--- config.mk ---
export PLATFORM = sky130hd
export DESIGN_NAME = json_value_boundary_scanner
export DESIGN_NICKNAME = d
export VERILOG_FILES = /design/src/sv/jvbs_pkg.sv /design/src/sv/jvbs_front.sv /design/src/sv/jvbs_queue.sv /design/src/sv/jvbs_back.sv /design/src/sv/json_value_boundary_scanner.sv
export SDC_FILE = /design/constraint.sdc
export NUM_CORES = 1
export LEC_CHECK = 0
export ABC_AREA = 1
export BUFFER_PORTS_ARGS = -buffer_cell sky130_fd_sc_hd__buf_2
export CAP_MARGIN = 30
export CORE_ASPECT_RATIO = 2
export CORE_MARGIN = 2
export CORE_UTILIZATION = 40
export CTS_CLUSTER_DIAMETER = 200
export DETAILED_ROUTE_END_ITERATION = 16
export SLEW_MARGIN = 20
export SYNTH_ARGS = -nofsm -noshare
export SYNTH_HDL_FRONTEND = slang
export SYNTH_SLANG_ARGS = --single-unit
--- constraint.sdc ---
create_clock -name clk -period 6.5 [get_ports clk]
set_input_delay 0.65 -clock clk [delete_from_list [all_inputs] [get_ports clk]]
set_output_delay 0.65 -clock clk [all_outputs]
set_load 0.01 [all_outputs]
--- src/sv/jvbs_pkg.sv ---
`timescale 1ns / 1ps
// Shared types, constants and byte classification for the JSON value boundary scanner.
// Depends on nothing; every other file of the block imports it.
package jvbs_pkg;

  localparam int MAX_DEPTH = 255;
  localparam int DEPTH_W   = $clog2(MAX_DEPTH + 1) + 1;
  localparam int QUEUE_DEPTH = 4;
  localparam int QPTR_W    = $clog2(QUEUE_DEPTH);

  localparam logic [7:0] CH_SPACE   = 8'h20;
  localparam logic [7:0] CH_LBRACK  = 8'h5B;
  localparam logic [7:0] CH_LBRACE  = 8'h7B;
  localparam logic [7:0] CH_RBRACK  = 8'h5D;
  localparam logic [7:0] CH_RBRACE  = 8'h7D;
  localparam logic [7:0] CH_QUOTE   = 8'h22;
  localparam logic [7:0] CH_BSLASH  = 8'h5C;
  localparam logic [7:0] CH_MINUS   = 8'h2D;
  localparam logic [7:0] CH_DOT     = 8'h2E;
  localparam logic [7:0] CH_LOWER_E = 8'h65;
  localparam logic [7:0] CH_UPPER_E = 8'h45;
  localparam logic [7:0] CH_COLON   = 8'h3A;
  localparam logic [7:0] CH_COMMA   = 8'h2C;
  localparam logic [7:0] CH_ZERO    = 8'h30;
  localparam logic [7:0] CH_NINE    = 8'h39;

  typedef enum logic [1:0] {
    PH_SKIP        = 2'd0,
    PH_COMMA_TAKEN = 2'd1,
    PH_VALUE       = 2'd2
  } phase_t;

  typedef enum logic [2:0] {
    ST_SKIPPED    = 3'd0,
    ST_INSIDE     = 3'd1,
    ST_END_INCL   = 3'd2,
    ST_END_BEFORE = 3'd3,
    ST_ERROR      = 3'd4
  } status_t;

  typedef logic signed [DEPTH_W-1:0] depth_t;

  typedef struct packed {
    logic is_ws;
    logic is_comma;
    logic is_colon;
    logic is_quote;
    logic is_bslash;
    logic is_lbrack;
    logic is_rbrack;
    logic is_lbrace;
    logic is_rbrace;
    logic is_num_start;
    logic is_num_cont;
  } byte_class_t;

  typedef struct packed {
    logic [7:0]  data;
    logic        start;
    byte_class_t cls;
  } queue_entry_t;

  function automatic byte_class_t classify(input logic [7:0] b);
    byte_class_t c;
    logic        digit;
    digit          = (b >= CH_ZERO) && (b <= CH_NINE);
    c.is_ws        = (b != 8'd0) && (b <= CH_SPACE);
    c.is_comma     = (b == CH_COMMA);
    c.is_colon     = (b == CH_COLON);
    c.is_quote     = (b == CH_QUOTE);
    c.is_bslash    = (b == CH_BSLASH);
    c.is_lbrack    = (b == CH_LBRACK);
    c.is_rbrack    = (b == CH_RBRACK);
    c.is_lbrace    = (b == CH_LBRACE);
    c.is_rbrace    = (b == CH_RBRACE);
    c.is_num_start = digit || (b == CH_MINUS) || (b == CH_DOT);
    c.is_num_cont  = digit || (b == CH_DOT) || (b == CH_LOWER_E) || (b == CH_UPPER_E);
    return c;
  endfunction

endpackage

--- src/sv/jvbs_front.sv ---
`timescale 1ns / 1ps
// Front end: accepts input transactions, classifies each byte and builds a queue entry.
// Depends on jvbs_pkg.
module jvbs_front import jvbs_pkg::*; (
  input  logic         in_valid,
  output logic         in_stall,
  input  logic [7:0]   data_byte,
  input  logic         start_scan,
  input  logic         queue_full,
  output logic         push,
  output queue_entry_t push_entry
);

  // Stall is taken from the registered queue level only, so it never looks at valid.
  assign in_stall = queue_full;
  assign push     = in_valid && !queue_full;

  always_comb begin
    push_entry.data  = data_byte;
    push_entry.start = start_scan;
    push_entry.cls   = classify(data_byte);
  end

endmodule

--- src/sv/jvbs_queue.sv ---
`timescale 1ns / 1ps
// Short queue of classified bytes between the front end and the scanner core.
// Depends on jvbs_pkg.
module jvbs_queue import jvbs_pkg::*; (
  input  logic         clk,
  input  logic         rst,
  input  logic         push,
  input  queue_entry_t push_entry,
  input  logic         pop,
  output queue_entry_t head,
  output logic         empty,
  output logic         full
);

  queue_entry_t        mem [QUEUE_DEPTH];
  logic [QPTR_W-1:0]   wr_ptr;
  logic [QPTR_W-1:0]   rd_ptr;
  logic [QPTR_W:0]     count;

  assign empty = (count == '0);
  assign full  = (count == (QPTR_W+1)'(QUEUE_DEPTH));
  assign head  = mem[rd_ptr];

  always_ff @(posedge clk) begin
    if (push) begin
      mem[wr_ptr] <= push_entry;
    end
  end

  always_ff @(posedge clk) begin
    if (rst) begin
      wr_ptr <= '0;
      rd_ptr <= '0;
      count  <= '0;
    end else begin
      if (push) begin
        wr_ptr <= wr_ptr + 1'b1;
      end
      if (pop) begin
        rd_ptr <= rd_ptr + 1'b1;
      end
      if (push && !pop) begin
        count <= count + 1'b1;
      end else if (pop && !push) begin
        count <= count - 1'b1;
      end
    end
  end

endmodule

--- src/sv/jvbs_back.sv ---
`timescale 1ns / 1ps
// Scanner core: holds the value-tracking state, handles one queued byte per cycle while
// the output is not stalled, and drives the registered output channel. Depends on jvbs_pkg.
module jvbs_back import jvbs_pkg::*; (
  input  logic         clk,
  input  logic         rst,
  input  queue_entry_t head,
  input  logic         queue_empty,
  output logic         pop,
  output logic         out_valid,
  input  logic         out_stall,
  output logic [2:0]   status,
  output logic [7:0]   value_byte,
  output logic         keep,
  output depth_t       brace_depth,
  output depth_t       bracket_depth
);

  phase_t  phase, phase_next;
  depth_t  brace_depth_next, bracket_depth_next;
  logic    inside_string, inside_string_next;
  logic    last_was_backslash, last_was_backslash_next;
  logic    inside_number, inside_number_next;
  logic    quoted_value, quoted_value_next;
  status_t status_next;
  logic    keep_next;

  function automatic logic depth_bad(input logic signed [DEPTH_W:0] d);
    return (d > (DEPTH_W+1)'(MAX_DEPTH)) || (d < -(DEPTH_W+1)'(MAX_DEPTH));
  endfunction

  // The output register is free when empty or when its transaction leaves this cycle.
  assign pop = !queue_empty && (!out_valid || !out_stall);

  always_comb begin
    byte_class_t           c;
    logic                  fresh;
    logic                  first;
    logic                  clear;
    logic                  opener;
    logic                  is_bracket;
    logic signed [DEPTH_W:0] nd;
    c     = head.cls;
    fresh = 1'b0;
    first = 1'b0;
    clear = 1'b0;
    nd    = '0;
    opener     = c.is_lbrack || c.is_lbrace;
    is_bracket = c.is_lbrack || c.is_rbrack;

    phase_next              = phase;
    brace_depth_next        = brace_depth;
    bracket_depth_next      = bracket_depth;
    inside_string_next      = inside_string;
    last_was_backslash_next = last_was_backslash;
    inside_number_next      = inside_number;
    quoted_value_next       = quoted_value;
    if (head.start) begin
      phase_next              = PH_SKIP;
      brace_depth_next        = '0;
      bracket_depth_next      = '0;
      inside_string_next      = 1'b0;
      last_was_backslash_next = 1'b0;
      inside_number_next      = 1'b0;
      quoted_value_next       = 1'b0;
    end
    status_next = ST_INSIDE;
    keep_next   = 1'b0;

    if (phase_next == PH_SKIP && c.is_ws) begin
      status_next = ST_SKIPPED;
    end else if (phase_next == PH_SKIP && c.is_comma) begin
      phase_next  = PH_COMMA_TAKEN;
      status_next = ST_SKIPPED;
    end else if (inside_string_next) begin
      keep_next = 1'b1;
      if (c.is_quote && !last_was_backslash_next) begin
        inside_string_next = 1'b0;
        if (brace_depth_next == '0 && bracket_depth_next == '0) begin
          status_next = ST_END_INCL;
          if (quoted_value_next) begin
            keep_next = 1'b0;
          end
          clear = 1'b1;
        end
      end else begin
        last_was_backslash_next = c.is_bslash;
      end
    end else if (inside_number_next) begin
      if (c.is_num_cont) begin
        keep_next = 1'b1;
      end else begin
        inside_number_next = 1'b0;
        if (brace_depth_next == '0 && bracket_depth_next == '0) begin
          status_next = ST_END_BEFORE;
          clear = 1'b1;
        end else begin
          fresh = 1'b1;
        end
      end
    end else begin
      first = (phase_next != PH_VALUE);
      fresh = 1'b1;
    end

    if (fresh) begin
      phase_next = PH_VALUE;
      if (c.is_lbrack || c.is_rbrack || c.is_lbrace || c.is_rbrace) begin
        nd = is_bracket ? {bracket_depth_next[DEPTH_W-1], bracket_depth_next}
                        : {brace_depth_next[DEPTH_W-1], brace_depth_next};
        nd = opener ? nd + 2'sd1 : nd - 2'sd1;
        if (depth_bad(nd)) begin
          status_next = ST_ERROR;
          clear = 1'b1;
        end else begin
          if (is_bracket) begin
            bracket_depth_next = nd[DEPTH_W-1:0];
          end else begin
            brace_depth_next = nd[DEPTH_W-1:0];
          end
          keep_next = 1'b1;
          if (brace_depth_next == '0 && bracket_depth_next == '0) begin
            status_next = ST_END_INCL;
            clear = 1'b1;
          end
        end
      end else if (c.is_quote) begin
        inside_string_next      = 1'b1;
        last_was_backslash_next = 1'b0;
        if (first) begin
          quoted_value_next = 1'b1;
        end else begin
          keep_next = 1'b1;
        end
      end else if (c.is_num_start) begin
        inside_number_next = 1'b1;
        keep_next = 1'b1;
      end else if (c.is_colon || c.is_comma) begin
        keep_next = 1'b1;
        if (brace_depth_next == '0 && bracket_depth_next == '0) begin
          status_next = ST_END_INCL;
          clear = 1'b1;
        end
      end else begin
        status_next = ST_ERROR;
        keep_next   = 1'b0;
        clear = 1'b1;
      end
    end

    // An end or an error leaves the scanner ready for a new value.
    if (clear) begin
      phase_next              = PH_SKIP;
      brace_depth_next        = '0;
      bracket_depth_next      = '0;
      inside_string_next      = 1'b0;
      last_was_backslash_next = 1'b0;
      inside_number_next      = 1'b0;
      quoted_value_next       = 1'b0;
    end
  end

  always_ff @(posedge clk) begin
    if (rst) begin
      phase              <= PH_SKIP;
      brace_depth        <= '0;
      bracket_depth      <= '0;
      inside_string      <= 1'b0;
      last_was_backslash <= 1'b0;
      inside_number      <= 1'b0;
      quoted_value       <= 1'b0;
      out_valid          <= 1'b0;
    end else begin
      if (pop) begin
        phase              <= phase_next;
        brace_depth        <= brace_depth_next;
        bracket_depth      <= bracket_depth_next;
        inside_string      <= inside_string_next;
        last_was_backslash <= last_was_backslash_next;
        inside_number      <= inside_number_next;
        quoted_value       <= quoted_value_next;
        out_valid          <= 1'b1;
      end else if (!out_stall) begin
        out_valid <= 1'b0;
      end
    end
  end

  always_ff @(posedge clk) begin
    if (pop) begin
      status     <= status_next;
      keep       <= keep_next;
      value_byte <= keep_next ? head.data : 8'd0;
    end
  end

endmodule

--- src/sv/json_value_boundary_scanner.sv ---
`timescale 1ns / 1ps
// Top level of the JSON value boundary scanner: front end, queue and scanner core.
// Depends on jvbs_pkg, jvbs_front, jvbs_queue and jvbs_back.
//
//   channel | direction | handshake            | payload
//   input   | in        | in_valid / in_stall   | data_byte, start_scan
//   output  | out       | out_valid / out_stall | status, value_byte, keep
//
// One byte per cycle while the output is not stalled; each byte gives exactly one output transaction.
// A byte passes through the queue and then through the output register.
// The scanner core updates its depth counters and flags once for each byte that it takes.
// Reset is synchronous and clears the queue, the scanner state and the output valid.
// in_stall rises only when the four-entry queue is full; the core stops while out_stall holds a valid output.
module json_value_boundary_scanner import jvbs_pkg::*; (
  input  logic       clk,
  input  logic       rst,
  input  logic       in_valid,
  output logic       in_stall,
  input  logic [7:0] data_byte,
  input  logic       start_scan,
  output logic       out_valid,
  input  logic       out_stall,
  output logic [2:0] status,
  output logic [7:0] value_byte,
  output logic       keep
);

  logic         push;
  logic         pop;
  logic         queue_empty;
  logic         queue_full;
  queue_entry_t push_entry;
  queue_entry_t head;
  depth_t       brace_depth;
  depth_t       bracket_depth;

  jvbs_front u_front (
    .in_valid   (in_valid),
    .in_stall   (in_stall),
    .data_byte  (data_byte),
    .start_scan (start_scan),
    .queue_full (queue_full),
    .push       (push),
    .push_entry (push_entry)
  );

  jvbs_queue u_queue (
    .clk        (clk),
    .rst        (rst),
    .push       (push),
    .push_entry (push_entry),
    .pop        (pop),
    .head       (head),
    .empty      (queue_empty),
    .full       (queue_full)
  );

  jvbs_back u_back (
    .clk           (clk),
    .rst           (rst),
    .head          (head),
    .queue_empty   (queue_empty),
    .pop           (pop),
    .out_valid     (out_valid),
    .out_stall     (out_stall),
    .status        (status),
    .value_byte    (value_byte),
    .keep          (keep),
    .brace_depth   (brace_depth),
    .bracket_depth (bracket_depth)
  );

  // A byte that is not kept is echoed as zero.
  a_drop_zero: assert property (@(posedge clk) disable iff (rst)
    out_valid && !keep |-> value_byte == 8'd0)
    else $error("value_byte nonzero on a byte that is not kept");

  // Skipped leading bytes never belong to the value text.
  a_skip_no_keep: assert property (@(posedge clk) disable iff (rst)
    out_valid && status == ST_SKIPPED |-> !keep)
    else $error("skipped byte marked as kept");

  // Depths stay within the configured limit.
  a_depth_range: assert property (@(posedge clk) disable iff (rst)
    brace_depth <= depth_t'(MAX_DEPTH) && brace_depth >= -depth_t'(MAX_DEPTH) &&
    bracket_depth <= depth_t'(MAX_DEPTH) && bracket_depth >= -depth_t'(MAX_DEPTH))
    else $error("depth counter out of range");

  // A finished value or an error leaves both depths at zero for the next scan.
  a_end_clears: assert property (@(posedge clk) disable iff (rst)
    pop && (u_back.status_next == ST_END_INCL || u_back.status_next == ST_ERROR)
    |=> brace_depth == '0 && bracket_depth == '0)
    else $error("depths not cleared after an end or an error");

endmodule
# Yosys cells after proc, flatten, opt, wreduce, memory -nomap -nowiden
# Memory sizes are Yosys's and may differ from the RTL's. A register that Yosys moved wholly into a read port is not among the register bits.
# Cells that the tools add are included.
[op_classes]
n_addsub = 6
order_cmp = 5
eq_ne = 15
n_reduce_logical = 38
n_mux = 122
[ops]
columns = ["operator", "n"]
rows = [
  ["two-way mux 9 bit", 18],
  ["two-way mux 1 bit", 77],
  ["== test 8 x 7 -> 1 bit (second input constant)", 7],
  ["two-way mux 3 bit", 16],
  ["== test 8 x 6 -> 1 bit (second input constant)", 5],
  ["zero test 9 bit", 4],
  ["two-way mux 10 bit", 2],
  ["two-way mux 2 bit", 9],
  ["less-or-equal comparator 8 x 6 -> 1 bit (second input constant)", 2],
  ["logical OR 1 bit", 12],
  ["logical AND 1 bit", 11],
  ["adder 10 x 2 -> 10 bit (second input constant)", 1],
  ["> comparator 10 x 9 -> 1 bit (second input constant)", 1],
  ["less-than comparator 10 x 9 -> 1 bit (second input constant)", 1],
  ["subtractor 10 x 2 -> 10 bit (second input constant)", 1],
  ["greater-or-equal comparator 8 x 6 -> 1 bit (second input constant)", 1],
  ["nonzero test 8 bit", 1],
  ["zero test 1 bit", 7],
  ["adder 2 x 1 -> 2 bit (second input constant)", 2],
  ["adder 3 x 1 -> 3 bit (second input constant)", 1],
  ["== test 3 bit (second input constant)", 1],
  ["zero test 3 bit", 1],
  ["subtractor 3 x 1 -> 3 bit (second input constant)", 1],
  ["zero test 2 bit", 1],
  ["other kinds (3)", 3],
]
[word_totals]
input_bits = 13
ff_bits = 44
n_memories = 1
wordCells = 201
mem_bits_rw = 80
output_inout_bits = 14
[mem_list]
columns = ["name", "depth", "word_bits", "rd", "rd_ports_with_merged_regs", "write_ports", "line_no", "text"]
rows = [
  ["u_queue.mem", 4, 20, 1, 1, 1, "jvbs_queue.sv:15", "queue_entry_t mem [QUEUE_DEPTH];"],
]

# Longest topological paths before layout
[depth]
ltp_word = 17
depth_mapped = 32
ltp_nobuf = 31

# Hierarchy
# Synthesis repeated with hierarchy kept, for this count alone.
[hier_totals]
cells_unflattened = 826
area_unflattened_um2 = 6807.8
[modules_own_cells]
columns = ["mod", "n_inst", "area_each_um2", "cells_each", "seq_area_each_um2"]
rows = [
  ["jvbs_queue", 1, 3385.7, 252, 2582.5],
  ["jvbs_back", 1, 3085.5, 505, 860.8],
  ["jvbs_front", 1, 336.6, 69, 0.0],
]

# Least setup slack after synthesis
# No wires, ideal clock.
[synth_path]
path_type = "flip-flop to flip-flop"
start = "register (tool-made name)"
end = "register u_back.bracket_depth[2]"
path_stages_with_launch = 30
path_buffers = 5
period_less_slack_ns = 3.771
required_time_ns = 6.429
setup_time_ns = 0.071
t_arrival_ns = 3.700
slack_ns = 2.729
path_cell_list = "dfxtp_1 buf_6 nand2_1 nand3_1 nand2_1 nand2_4 clkbuf_1 buf_2 clkbuf_1 nand2_1 o21ai_0 ha_1 a21oi_1 inv_1 nand2_1 nand3_1 nand2_1 nand2_1 a21o_1 inv_1 and2_1 nand2_2 nand2_4 nand2_4 nor2_8 nand3_2 nand2_4 buf_8 nand3_2 a21oi_2"
[synth_rtl]
columns = ["item", "line_no", "text"]
rows = [
  ["end signal: assignment", "jvbs_back.sv:177", "bracket_depth <= bracket_depth_next;"],
  ["end: declaration", "jvbs_back.sv:16", "output depth_t bracket_depth"],
]

==> results.md <==
Clock tree:
- The clock passes through at most 2 buffers.
- The clock tree from TritonCTS is yes.
- The clock network latency to the later pin of the worst-skew pair is between 0.4 and 0.5 ns.
- The hold-fix buffer count after cts is 0.
- Clock-pin slew was measured on the worst setup and hold paths at around 0.06 ns.
- The H-tree was split into 4 levels.
- Once the clock tree was built, the resizer swapped 0 gates to a different size.
- The number of setup buffers added after CTS is 0.
- The number of buffers inserted during clock tree synthesis is 17.
- The root buffer cell chosen for the clock tree is sky130_fd_sc_hd__clkbuf_16.
- The number of sinks handled by clock tree synthesis is 126.

Cells and area:
- The number of nets in the layout is 835.
- Fill cells in the final layout number 1594.
- The final design utilization is 0.463.
- The area growth from synthesis to layout is 13.7%.
- The repair_antennas step left the layout with diodes totalling 0.
- Leaving out filler cells and counting taps, the final layout contains between 1000 and 1500.
- Of the cells placed in the final design, the portion with a size suffix greater than 1 is 0.166.

Route:
- In the detailed route, the total length drawn on met3 is 336 microns.
- The count of nets left with antenna violations once routing finished came out at 0.
- Wires add up to roughly 17 mm.
- Wire segments on met2 add up to 9.68 mm in the final route.
- Dividing the detail-routed wire length by the instance count gives 16.5 microns.
- The total via count after detailed routing is 5372.
- The detailed-route DRC error count is 0.
- The wire length on met1 is 6.14 mm.
- The number of vias per cell after detailed routing is 5.24.
- The first detailed-routing pass ran for 7 iterations.
- The highest metal layer carrying signal wires in the routed design is met4.
- The initial detailed-routing violation count is 228.

Synthesis:
- Synthesis produced a netlist whose cell count is 783.
- Yosys instantiated no cell more often than sky130_fd_sc_hd__nand2_1.
- By count the netlist is led by 216 x sky130_fd_sc_hd__nand2_1, 92 x sky130_fd_sc_hd__edfxtp_1, 76 x sky130_fd_sc_hd__inv_1.
- The synthesized netlist occupies a cell area of 0.00679 sq mm.
- For this run, the number of Yosys warnings is 0.
- The cell accounting for the most synthesized area is sky130_fd_sc_hd__edfxtp_1.
- The share of synthesized area in the top cell type comes to 0.407.
- The netlist uses 43 different library cells.
- The number of nets handed over by synthesis was about 800.
- Yosys mapped a number of flops with a built-in enable equal to 92.
- The synthesized design contains 126 register bits.
- The dominant register cell in the synthesized netlist is sky130_fd_sc_hd__edfxtp_1.
- The share of the Yosys chip area taken by registers is 0.507.
- A synthesized cell averages 8.67 sq um.
- In the synthesized netlist the async set-or-reset flop fraction comes to 0.
- After synthesis, the cell types taking the most area are sky130_fd_sc_hd__edfxtp_1 41%, sky130_fd_sc_hd__nand2_1 12%, sky130_fd_sc_hd__dfxtp_1 10%, sky130_fd_sc_hd__inv_1 4.2%, sky130_fd_sc_hd__o21ai_0 4.1%.

Critical path:
- For the worst setup path, the data required time is 6.85 ns.
- The launching element type of the critical path is a flip-flop.
- STA classifies the critical path endpoint as a flip-flop.
- The delay of the slowest critical-path stage is 0.60 ns.
- Data on the critical path arrives at its endpoint at roughly 5.2 ns.
- The slowest cell on the critical path is sky130_fd_sc_hd__o21ai_0.
- The maximum fanout along the worst path is 40.
- The worst path buffer plus inverter count is 5.
- The critical path class is reg -> reg.
- The family of cells with the greatest summed delay on the critical path is simple AND/OR/NAND/NOR gates.
- The cell seen most often among critical-path stages is sky130_fd_sc_hd__nand2_1.

Global route:
- The initial antenna violation count is 0.
- Entering global routing, the biggest net connects 41 pins.
- For this run, the total global-route usage over all layers was measured as 0.195.
- The first-pass GRT wire length is 26.4 mm.
- The via count of the first global-routing pass was 5294.
- For this run the aggregate overflow at the end of global routing stands at 0.

STA:
- The number of max-slew violations in the final report is 0.
- For the finished layout, the period the worst path requires is 4.80 ns.
- At the pin with the least slew margin, the transition time is just over 0.7 ns.
- Setup violations remaining at the end of the flow were counted as 0.
- The setup TNS is 0 ns.
- Derived from the worst setup path, the maximum achievable clock frequency is ~210 MHz.
- The relative max-transition margin is 0.524.
- Of the available clock period, the critical path in the final layout requires 0.738.
- Setup repair after global routing left no endpoint under its margin.
- The final number of hold-violating endpoints was 0.
- Across the routed clock network, the largest skew measured is 0.0170 ns.

Die:
- In this run the vertical extent of the chip is 188 microns.
- From left edge to right edge, the die measures approximately 96 microns.
- The die covers 0.0181 sq mm.
- 27 I/O pins were placed.
- For this configuration, the core starts out at a cell density of 0.407.
- After floorplanning, the core was divided into 67 placement rows.
- The core region is ~0.017 sq mm.

Job:
- Max-cap violations in this run came to 0.

Status:
- The flow ran to the end, and the final reports show no timing, DRC or antenna violations.

Placed design:
- The post-placement cell count is 994.
- The placed wire-length estimate is approximately 12 mm.
- The routability-driven placement congestion ratio is 0.906.
- Port buffering added 26 buffers.

Power and ir drop:
- The maximum vdd drop is about 230 uV.
- For this design the ratio of total power to cell area is 529 mW/mm^2.
- The leakage component of the power is around 3.2 nW.

Hold path:
- In this run the worst hold path is classified as in -> reg.
[worst reg2reg max path, cell delays in order (launching register included)]
cell and delay, ns:
sky130_fd_sc_hd__dfxtp_1 0.32, sky130_fd_sc_hd__inv_2 0.50, sky130_fd_sc_hd__nand2_1 0.14, sky130_fd_sc_hd__nand2_1 0.10
sky130_fd_sc_hd__nand2_1 0.06, sky130_fd_sc_hd__nand2_2 0.17, sky130_fd_sc_hd__inv_2 0.20, sky130_fd_sc_hd__nand2_1 0.18
sky130_fd_sc_hd__inv_1 0.08, sky130_fd_sc_hd__nand2_1 0.06, sky130_fd_sc_hd__o21ai_0 0.09, sky130_fd_sc_hd__ha_1 0.38
sky130_fd_sc_hd__a21oi_1 0.24, sky130_fd_sc_hd__inv_1 0.06, sky130_fd_sc_hd__nand2_1 0.11, sky130_fd_sc_hd__nand3_1 0.08
sky130_fd_sc_hd__nand2_1 0.08, sky130_fd_sc_hd__nand2_1 0.05, sky130_fd_sc_hd__a21o_1 0.17, sky130_fd_sc_hd__inv_1 0.07
sky130_fd_sc_hd__and2_1 0.13, sky130_fd_sc_hd__nand2_2 0.08, sky130_fd_sc_hd__nand2_4 0.15, sky130_fd_sc_hd__nand3_2 0.39
sky130_fd_sc_hd__o21ai_0 0.60, sky130_fd_sc_hd__nand3_2 0.13, sky130_fd_sc_hd__a21oi_2 0.13
[power breakdown]
part           internal (mW)  switching (mW)
registers               1.05          0.0634
clock network          0.538           0.380
logic                  0.606            1.44
total                   2.19            1.89
[path summary, 6_finish.rpt]
| check | start | end | slack, ns | cells after the start |
|---|---|---|---|---|
| min reg2reg | u_back.quoted_value | u_back.quoted_value | 0.47 | 2 |
| max | flip-flop | u_back.bracket_depth[4] | 1.70 | 26 |
| max reg2reg | flip-flop | u_back.bracket_depth[4] | 1.70 | 26 |
| min | start_scan | u_queue.mem[0][11] | 0.45 | 1 |
[per-stage QoR]
stage | area (sq um) | power (mW) | hold slack, ns | worst slack (ns)
after floorplan | 6790 | 2.66 | 0.439 | 2.73
after global placement | 7090 | 3.12 | 0.454 | 1.55
after CTS | 7720 | 4.10 | 0.433 | 1.72
after global routing | 7720 | 4.38 | 0.458 | 1.28
after detailed placement | 7140 | 3.16 | 0.459 | 1.73
final | 7720 | 4.08 | 0.447 | 1.70
[routing by layer]
layer / track usage / vias to the layer above
met5: 0 / -
met4: 0.113 / 0
met3: 0.0300 / 42
met2: 0.369 / 99
met1: 0.188 / 2542
li1: - / 2689
[kinds of logic (layout without fill, tap and decap cells)]
group / Yosys count / count (layout) / synth area share
simple gates: 378 / 378 / 0.255
flops: 126 / 126 / 0.507
compound gates: 151 / 151 / 0.136
fa+ha+maj: 16 / 16 / 0.0317
buf+inv: 110 / 146 / 0.0680
xor+xnor: 2 / 2 / 0.00258
[cells in the final DEF (no fill, tap or decap), types with 6 or more instances in the layout]
master,n
sky130_fd_sc_hd__a21oi_1,46
sky130_fd_sc_hd__a21oi_2,18
sky130_fd_sc_hd__a32o_1,9
sky130_fd_sc_hd__buf_2,26
sky130_fd_sc_hd__buf_4,6
sky130_fd_sc_hd__clkbuf_16,17
sky130_fd_sc_hd__dfxtp_1,34
sky130_fd_sc_hd__edfxtp_1,92
sky130_fd_sc_hd__ha_1,14
sky130_fd_sc_hd__inv_1,76
sky130_fd_sc_hd__inv_6,6
sky130_fd_sc_hd__nand2_1,216
sky130_fd_sc_hd__nand2_2,11
sky130_fd_sc_hd__nand2_4,8
sky130_fd_sc_hd__nand3_1,40
sky130_fd_sc_hd__nand3_2,18
sky130_fd_sc_hd__nand4_1,6
sky130_fd_sc_hd__nor2_1,58
sky130_fd_sc_hd__nor2_2,6
sky130_fd_sc_hd__nor3_1,9
sky130_fd_sc_hd__o21ai_0,56
[sequential cells by signal, summed over array words and instances (netlist names), named ones only]
name                       count
u_queue.wr_ptr                 2
u_back.value_byte              8
u_back.brace_depth             9
u_back.last_was_backslash      1
u_queue.rd_ptr                 2
u_queue.count                  3
u_back.inside_number           1
u_back.inside_string           1
u_back.phase                   2
u_back.quoted_value            1
u_back.keep                    1
u_back.status                  3
u_queue.mem                   80
u_back.out_valid               1
u_back.bracket_depth           9
[area by class of cell]
| cell class | count | area, sq um | area share |
|---|---|---|---|
| Clock inverter | 15 | 150 | 0.0195 |
| Multi-Input combinational cell | 547 | 2910 | 0.377 |
| Timing Repair Buffer | 34 | 230 | 0.0298 |
| Clock buffer | 17 | 425 | 0.0551 |
| Tap cell | 207 | 259 | 0.0336 |
| Sequential cell | 126 | 3440 | 0.446 |
| Inverter | 80 | 300 | 0.0389 |
No activity file was read; power rests on OpenSTA's default activity.
